## config.mk

```make
export PLATFORM = sky130hd
export DESIGN_NAME = client_rate_request_table_core
export DESIGN_NICKNAME = d
export VERILOG_FILES = /design/src/sv/crrt_pkg.sv /design/src/sv/client_rate_request_table_core.sv
export SDC_FILE = /design/constraint.sdc
export NUM_CORES = 2
export LEC_CHECK = 0
export ABC_AREA = 1
export BUFFER_PORTS_ARGS = -buffer_cell sky130_fd_sc_hd__buf_2
export CORE_MARGIN = 4
export CORE_UTILIZATION = 60
export CTS_BUF_LIST = sky130_fd_sc_hd__clkbuf_8
export DETAILED_ROUTE_END_ITERATION = 10
export PLACE_DENSITY = 0.83
export RECOVER_POWER = 25
export SYNTH_ARGS = -nofsm -noshare
export SYNTH_HDL_FRONTEND = slang
export SYNTH_SLANG_ARGS = --single-unit
```

## constraint.sdc

```tcl
create_clock -name clock -period 21 [get_ports clock]
set_input_delay 1.05 -clock clock [delete_from_list [all_inputs] [get_ports clock]]
set_output_delay 1.05 -clock clock [all_outputs]
set_load 0.01 [all_outputs]
```

## src/sv/crrt_pkg.sv

```systemverilog
// Shared definitions for the client rate request table.
// Command codes, field widths and the default slot count; no dependencies.
package crrt_pkg;

   localparam int CRRT_ENTRIES = 16;

   localparam int CMD_W      = 2;
   localparam int CLIENT_W   = 16;
   localparam int INTERVAL_W = 32;
   localparam int LATENCY_W  = 32;

   typedef enum logic [CMD_W-1:0] {
      CMD_ADD    = 2'd0,
      CMD_REMOVE = 2'd1,
      CMD_LOOKUP = 2'd2
   } cmd_type;

endpackage

```

## src/sv/client_rate_request_table_core.sv

```systemverilog
// Client rate request table: slot memory, valid bits and the scan sequencer.
// Depends on crrt_pkg for command codes and field widths.

// A transaction is taken on start while busy is low and answers with one
// result, shown for a single cycle with rsp_valid high; the receiver cannot
// stall it, so it must take every result. Busy stays high from the accepting
// edge until the transaction is done: the slot memory has one read port with a
// registered read, so the sequencer first reads slot 0, then compares one slot
// per cycle for match, first free slot and both minima, then writes back and
// registers the result in the finish state. The result is shown in the first
// cycle with busy low. Valid bits clear at reset.
module client_rate_request_table_core
   import crrt_pkg::*;
#(
   parameter int ENTRIES = CRRT_ENTRIES
) (
   input  logic                  clock,
   input  logic                  reset,
   input  logic                  start,
   output logic                  busy,
   input  logic [CMD_W-1:0]      req_command,
   input  logic [CLIENT_W-1:0]   req_client_id,
   input  logic [INTERVAL_W-1:0] req_interval,
   input  logic [LATENCY_W-1:0]  req_latency,
   output logic                  rsp_valid,
   output logic                  rsp_ok,
   output logic [INTERVAL_W-1:0] rsp_found_interval,
   output logic [LATENCY_W-1:0]  rsp_found_latency,
   output logic                  rsp_any_active,
   output logic [INTERVAL_W-1:0] rsp_min_interval,
   output logic [LATENCY_W-1:0]  rsp_min_latency
);

   localparam int IDX_W   = (ENTRIES > 1) ? $clog2(ENTRIES) : 1;
   localparam int SLOT_W  = CLIENT_W + INTERVAL_W + LATENCY_W;
   localparam logic [IDX_W-1:0] LAST_IDX = IDX_W'(ENTRIES - 1);

   typedef enum logic [1:0] {
      ST_IDLE,
      ST_SCAN,
      ST_FINISH
   } state_type;

   // Slot memory: {client, interval, latency}
   logic [SLOT_W-1:0] slot_mem [ENTRIES];
   logic [SLOT_W-1:0] rd_data_ff;
   logic              mem_we;
   logic [IDX_W-1:0]  wr_idx;

   state_type               state_ff, state_in;
   logic [CMD_W-1:0]        cmd_ff, cmd_in;
   logic [CLIENT_W-1:0]     id_ff, id_in;
   logic [INTERVAL_W-1:0]   ivl_ff, ivl_in;
   logic [LATENCY_W-1:0]    lat_ff, lat_in;

   logic [IDX_W-1:0]        rd_idx_ff, rd_idx_in;
   logic                    rd_on_ff, rd_on_in;
   logic [IDX_W-1:0]        cmp_idx_ff, cmp_idx_in;
   logic                    cmp_on_ff, cmp_on_in;

   logic                    match_ff, match_in;
   logic [IDX_W-1:0]        match_idx_ff, match_idx_in;
   logic [INTERVAL_W-1:0]   match_ivl_ff, match_ivl_in;
   logic [LATENCY_W-1:0]    match_lat_ff, match_lat_in;
   logic                    free_ff, free_in;
   logic [IDX_W-1:0]        free_idx_ff, free_idx_in;
   logic                    oth_any_ff, oth_any_in;
   logic [INTERVAL_W-1:0]   oth_ivl_ff, oth_ivl_in;
   logic [LATENCY_W-1:0]    oth_lat_ff, oth_lat_in;

   logic [ENTRIES-1:0]      slot_valid_ff, slot_valid_in;

   logic                    rsp_valid_ff, rsp_valid_in;
   logic                    ok_ff, ok_in;
   logic [INTERVAL_W-1:0]   f_ivl_ff, f_ivl_in;
   logic [LATENCY_W-1:0]    f_lat_ff, f_lat_in;
   logic                    any_ff, any_in;
   logic [INTERVAL_W-1:0]   m_ivl_ff, m_ivl_in;
   logic [LATENCY_W-1:0]    m_lat_ff, m_lat_in;

   // Fields of the slot under compare
   logic [CLIENT_W-1:0]     rd_client;
   logic [INTERVAL_W-1:0]   rd_ivl;
   logic [LATENCY_W-1:0]    rd_lat;
   logic                    rd_valid;

   // Finish-cycle terms
   logic                    is_add, is_remove, is_lookup;
   logic                    stored;
   logic                    cand_on;
   logic [INTERVAL_W-1:0]   cand_ivl;
   logic [LATENCY_W-1:0]    cand_lat;

   assign rd_client = rd_data_ff[SLOT_W-1 -: CLIENT_W];
   assign rd_ivl    = rd_data_ff[INTERVAL_W+LATENCY_W-1 -: INTERVAL_W];
   assign rd_lat    = rd_data_ff[LATENCY_W-1:0];
   assign rd_valid  = slot_valid_ff[cmp_idx_ff];

   assign is_add    = (cmd_ff == CMD_ADD);
   assign is_remove = (cmd_ff == CMD_REMOVE);
   assign is_lookup = (cmd_ff == CMD_LOOKUP);
   assign stored    = is_add && (match_ff || free_ff);
   assign wr_idx    = match_ff ? match_idx_ff : free_idx_ff;

   // The one slot kept out of the running minima joins back here: with the
   // new values after a store, unchanged unless removed otherwise.
   always_comb begin
      cand_on  = 1'b0;
      cand_ivl = match_ivl_ff;
      cand_lat = match_lat_ff;
      if (stored) begin
         cand_on  = 1'b1;
         cand_ivl = ivl_ff;
         cand_lat = lat_ff;
      end else if (match_ff && !is_add && !is_remove) begin
         cand_on = 1'b1;
      end
   end

   always_comb begin
      state_in      = state_ff;
      cmd_in        = cmd_ff;
      id_in         = id_ff;
      ivl_in        = ivl_ff;
      lat_in        = lat_ff;
      rd_idx_in     = rd_idx_ff;
      rd_on_in      = rd_on_ff;
      cmp_idx_in    = cmp_idx_ff;
      cmp_on_in     = cmp_on_ff;
      match_in      = match_ff;
      match_idx_in  = match_idx_ff;
      match_ivl_in  = match_ivl_ff;
      match_lat_in  = match_lat_ff;
      free_in       = free_ff;
      free_idx_in   = free_idx_ff;
      oth_any_in    = oth_any_ff;
      oth_ivl_in    = oth_ivl_ff;
      oth_lat_in    = oth_lat_ff;
      slot_valid_in = slot_valid_ff;
      rsp_valid_in  = 1'b0;
      ok_in         = ok_ff;
      f_ivl_in      = f_ivl_ff;
      f_lat_in      = f_lat_ff;
      any_in        = any_ff;
      m_ivl_in      = m_ivl_ff;
      m_lat_in      = m_lat_ff;
      mem_we        = 1'b0;

      case (state_ff)
         ST_IDLE: begin
            if (start) begin
               cmd_in     = req_command;
               id_in      = req_client_id;
               ivl_in     = req_interval;
               lat_in     = req_latency;
               rd_idx_in  = '0;
               rd_on_in   = 1'b1;
               cmp_on_in  = 1'b0;
               match_in   = 1'b0;
               free_in    = 1'b0;
               oth_any_in = 1'b0;
               state_in   = ST_SCAN;
            end
         end

         ST_SCAN: begin
            // Advance the read address; the compare stage follows it in the next cycle
            cmp_on_in  = rd_on_ff;
            cmp_idx_in = rd_idx_ff;
            if (rd_on_ff) begin
               if (rd_idx_ff == LAST_IDX) begin
                  rd_on_in = 1'b0;
               end else begin
                  rd_idx_in = rd_idx_ff + 1'b1;
               end
            end
            if (cmp_on_ff) begin
               if (rd_valid && rd_client == id_ff) begin
                  match_in     = 1'b1;
                  match_idx_in = cmp_idx_ff;
                  match_ivl_in = rd_ivl;
                  match_lat_in = rd_lat;
               end else if (rd_valid) begin
                  oth_any_in = 1'b1;
                  if (!oth_any_ff || rd_ivl < oth_ivl_ff) begin
                     oth_ivl_in = rd_ivl;
                  end
                  if (!oth_any_ff || rd_lat < oth_lat_ff) begin
                     oth_lat_in = rd_lat;
                  end
               end else if (!free_ff) begin
                  free_in     = 1'b1;
                  free_idx_in = cmp_idx_ff;
               end
               if (cmp_idx_ff == LAST_IDX) begin
                  state_in = ST_FINISH;
               end
            end
         end

         ST_FINISH: begin
            if (stored) begin
               mem_we                = 1'b1;
               slot_valid_in[wr_idx] = 1'b1;
            end
            if (is_remove && match_ff) begin
               slot_valid_in[match_idx_ff] = 1'b0;
            end
            ok_in    = stored || ((is_remove || is_lookup) && match_ff);
            f_ivl_in = (is_lookup && match_ff) ? match_ivl_ff : '0;
            f_lat_in = (is_lookup && match_ff) ? match_lat_ff : '0;
            any_in   = oth_any_ff || cand_on;
            m_ivl_in = '0;
            m_lat_in = '0;
            if (oth_any_ff) begin
               m_ivl_in = oth_ivl_ff;
               m_lat_in = oth_lat_ff;
            end
            if (cand_on && (!oth_any_ff || cand_ivl < oth_ivl_ff)) begin
               m_ivl_in = cand_ivl;
            end
            if (cand_on && (!oth_any_ff || cand_lat < oth_lat_ff)) begin
               m_lat_in = cand_lat;
            end
            rsp_valid_in = 1'b1;
            state_in     = ST_IDLE;
         end

         default: begin
            state_in = ST_IDLE;
         end
      endcase
   end

   always_ff @(posedge clock) begin
      if (reset) begin
         state_ff      <= ST_IDLE;
         rd_on_ff      <= 1'b0;
         cmp_on_ff     <= 1'b0;
         slot_valid_ff <= '0;
         rsp_valid_ff  <= 1'b0;
      end else begin
         state_ff      <= state_in;
         rd_on_ff      <= rd_on_in;
         cmp_on_ff     <= cmp_on_in;
         slot_valid_ff <= slot_valid_in;
         rsp_valid_ff  <= rsp_valid_in;
      end
      cmd_ff       <= cmd_in;
      id_ff        <= id_in;
      ivl_ff       <= ivl_in;
      lat_ff       <= lat_in;
      rd_idx_ff    <= rd_idx_in;
      cmp_idx_ff   <= cmp_idx_in;
      match_ff     <= match_in;
      match_idx_ff <= match_idx_in;
      match_ivl_ff <= match_ivl_in;
      match_lat_ff <= match_lat_in;
      free_ff      <= free_in;
      free_idx_ff  <= free_idx_in;
      oth_any_ff   <= oth_any_in;
      oth_ivl_ff   <= oth_ivl_in;
      oth_lat_ff   <= oth_lat_in;
      ok_ff        <= ok_in;
      f_ivl_ff     <= f_ivl_in;
      f_lat_ff     <= f_lat_in;
      any_ff       <= any_in;
      m_ivl_ff     <= m_ivl_in;
      m_lat_ff     <= m_lat_in;
   end

   // Reads happen only while scanning and writes only in the finish cycle,
   // so the port never sees a read and write to the same slot together.
   always_ff @(posedge clock) begin
      if (mem_we) begin
         slot_mem[wr_idx] <= {id_ff, ivl_ff, lat_ff};
      end
      if (rd_on_ff) begin
         rd_data_ff <= slot_mem[rd_idx_ff];
      end
   end

   assign busy               = (state_ff != ST_IDLE);
   assign rsp_valid          = rsp_valid_ff;
   assign rsp_ok             = ok_ff;
   assign rsp_found_interval = f_ivl_ff;
   assign rsp_found_latency  = f_lat_ff;
   assign rsp_any_active     = any_ff;
   assign rsp_min_interval   = m_ivl_ff;
   assign rsp_min_latency    = m_lat_ff;

endmodule

```

==> metrics.yaml <==
critPathSlowestCell: "buf_4"
start_util_pct: 60.34
tritoncts: "yes"
finalClockSkew_ns: 0.07768
cellPowerDensity_nw_per_um2: 96.57
fillers: 7379
holdPathStages: 1
setup.worst_path.start: "cmd_ff[1]"
startpoint_type: "flop"
grt_pass1_vias: 45060
tns_ns: 0
worst_pin_slew_ns: 1.848
cts_buffers: 286
dpl.hpwl_microns: 92910
ios: 217
final_layout_size_suffix_gt1_share_pct: 11.54
grt.overflow.total: 0
largest_reg_flops: 1280
cts_setup_buffers: 0
drt_first_iter_violations: 6704
clkTransAtPathRegs_ns: 0.06
cp_max_fo: 101
syn-num-nets: 5377
p_leak_nw: 27.39
die_w_microns: 346.9
cts.htree.levels: 5
synth_seq_cells: 1740
cts_sinks: 1740
cts_resized: 0
synth.top_cell.area_share_pct: 74.92
synth_cells: 5164
grt_pass1_wl_microns: 265000
route.detailed.drc: 0
insertion_delay_ns: 0.96
setup_viol: 0
cp.arrival_ns: 5.65
ys_top_cells_by_count: "edfxtp_1 (1719), nand2_1 (906), o21ai_0 (501)"
die_area_sq_um: 120300
design_area_sq_um: 76460
rows: 124
synth_most_common_cell: "edfxtp_1"
ir_drop_mv: 0.06850
clockBufferDepth: 4
crit_buf_inv: 3
cap_violations: 1
slew_viol_final: 27
largest_register: "slot_mem"
violations: "max-capacitance violations, max-slew violations"
post-synth-top-area-cell: "edfxtp_1"
pre_cts_ws_ns: 16.26
ant_nets: 0
ys_types: 40
wl_microns: 177900
vias_per_cell: 6.347
syn_to_final_growth_pct: 10.98
finalNonFillerCells: 7157
syn_avg_cell_area_sq_um: 13.34
required_ns: 21.65
max_freq_mhz: 200.0
hold_class: "input port to flop"
worstHoldStart: "req_interval[12]"
r2r_start: "cmd_ff[1]"
largestRegisters: "slot_mem (1280), rd_data_ff (80)"
crit_top_cell: "nand2_1"
postCtsHoldBufs: 0
crit_cells: 19
crit_type: "flop to flop"
synth_area_leaders: "edfxtp_1 (75%), nand2_1 (4.9%), o21ai_0 (3.6%), nor2_1 (2.4%), ha_1 (2.3%)"
hold_viol_final: 0
grtUsageTotal_pct: 28.95
layout.nets: 5664
synth_edf_count: 1719
fin_crit_ns: 5.001
slew_headroom_pct: -23.37
status: "complete, but fails checks"
placedCellCount: 6675
antenna_found_initial: 7
seq_area_frac_synth_pct: 75.53
path_delay_family: "simple AND/OR/NAND/NOR gates"
rsz0062_at_grt: "false"
worst_setup_path_end_kind: "flop"
clockRootBuffer: "clkbuf_8"
place_area_sq_um: 71480
die_h_microns: 346.9
dr.pass1.iters: 8
path_cells: "inv_1 > ha_1 > o21ai_4 > inv_4 > buf_4 > o21ai_0 > ha_1 > a21oi_1 > nor2_1 > a211oi_1 > nand2_1 > nand2_1 > nand2_1 > nand2_1 > nand2_1 > nand2_2 > nand2_4 > nand2_1 > nand2_1"
synth_area_sq_um: 68900
synthFlopType: "edfxtp_1"
cpPeakStageDelay_ns: 0.71
holdWs_ns: 0.2606
gp_congestion: 0.8756
synthArstFlopShare_pct: 0
portBuffers: 216
grt_max_degree: 239
fin_crit_sh_pct: 23.81
vias: 45420
avgRoutedWirePerCell_microns: 24.86
r2r_cells: 19
synth-warning-count: 0
core_sq_um: 114200
final.setup.worst_slack_ns: 16.00
## routing by layer
metal | part of all wire, % | wire length (microns) | GRT usage, %
met5 | 0.10 | 186 | 1.099
met4 | 4.5 | 7955 | 13.72
met1 | 35 | 62080 | 38.62
met2 | 48 | 84630 | 46.35
met3 | 13 | 23050 | 5.766
## where the power goes
part / internal [W] / switching, W / leakage (nW) / total (W)
clock: 0.00138 / 0.00129 / 2.88 / 0.00267
combinational: 0.000190 / 0.000513 / 8.79 / 0.000703
sequential: 0.00392 / 0.0000936 / 15.7 / 0.00401
total: 0.00548 / 0.00190 / 27.4 / 0.00738
## cell type report
type,instances,area [sq um],area share [%]
sequential,1740,52040,68.06
multi-input combinational,2872,14900,19.48
clock buffer,293,4033,5.274
tap,1512,1892,2.474
timing repair buffer,290,1615,2.113
inverter,261,999.7,1.307
clock inverter,187,979.7,1.281
antenna,2,5.005,0.006545
## cells by family after synthesis
logic type                 synth area share [%]
DFF                                       75.53
and+or+nand+nor                           9.990
AOI/OAI and AO/OA                         8.842
buffers and inverters                     3.109
adders and majority gates                 2.324
xor gates and xnor gates                 0.2034
## metrics by stage
stage	utilization [%]	power, W
global route	66.96	0.007643
CTS	66.99	0.007383
floorplan	-	0.004495
finish	66.96	0.007384
detailed placement	62.60	0.004759
global placement	62.60	0.004723
## worst reg2reg max path, stage by stage (launching register included)
cell and delay, ns:
edfxtp_1 0.40, inv_1 0.12, ha_1 0.27, o21ai_4 0.14, inv_4 0.20, buf_4 0.71, o21ai_0 0.42, ha_1 0.35
a21oi_1 0.15, nor2_1 0.05, a211oi_1 0.23, nand2_1 0.16, nand2_1 0.10, nand2_1 0.10, nand2_1 0.07, nand2_1 0.05
nand2_2 0.52, nand2_4 0.44, nand2_1 0.20, nand2_1 0.07
## placed cells by master (no fill, tap or decap), types with 25 or more instances in the layout
cell,n
nor2_1,430
a221oi_1,89
nand2_1,904
inv_1,340
clkbuf_8,293
o22ai_1,93
clkbuf_1,25
nand4_1,83
o21ai_0,501
ha_1,128
o221ai_1,74
edfxtp_1,1719
a21oi_1,243
buf_4,72
nand3_1,228
buf_2,192
clkinv_1,59
## worst paths after layout
check / endpoint / slack (ns)
min: ivl_ff[12] / 0.26
min reg2reg: oth_ivl_ff[5] / 0.48
max: rsp_min_interval[2] / 16.00
max reg2reg: rsp_min_interval[2] / 16.00
Power figures use the tool's default switching activity.
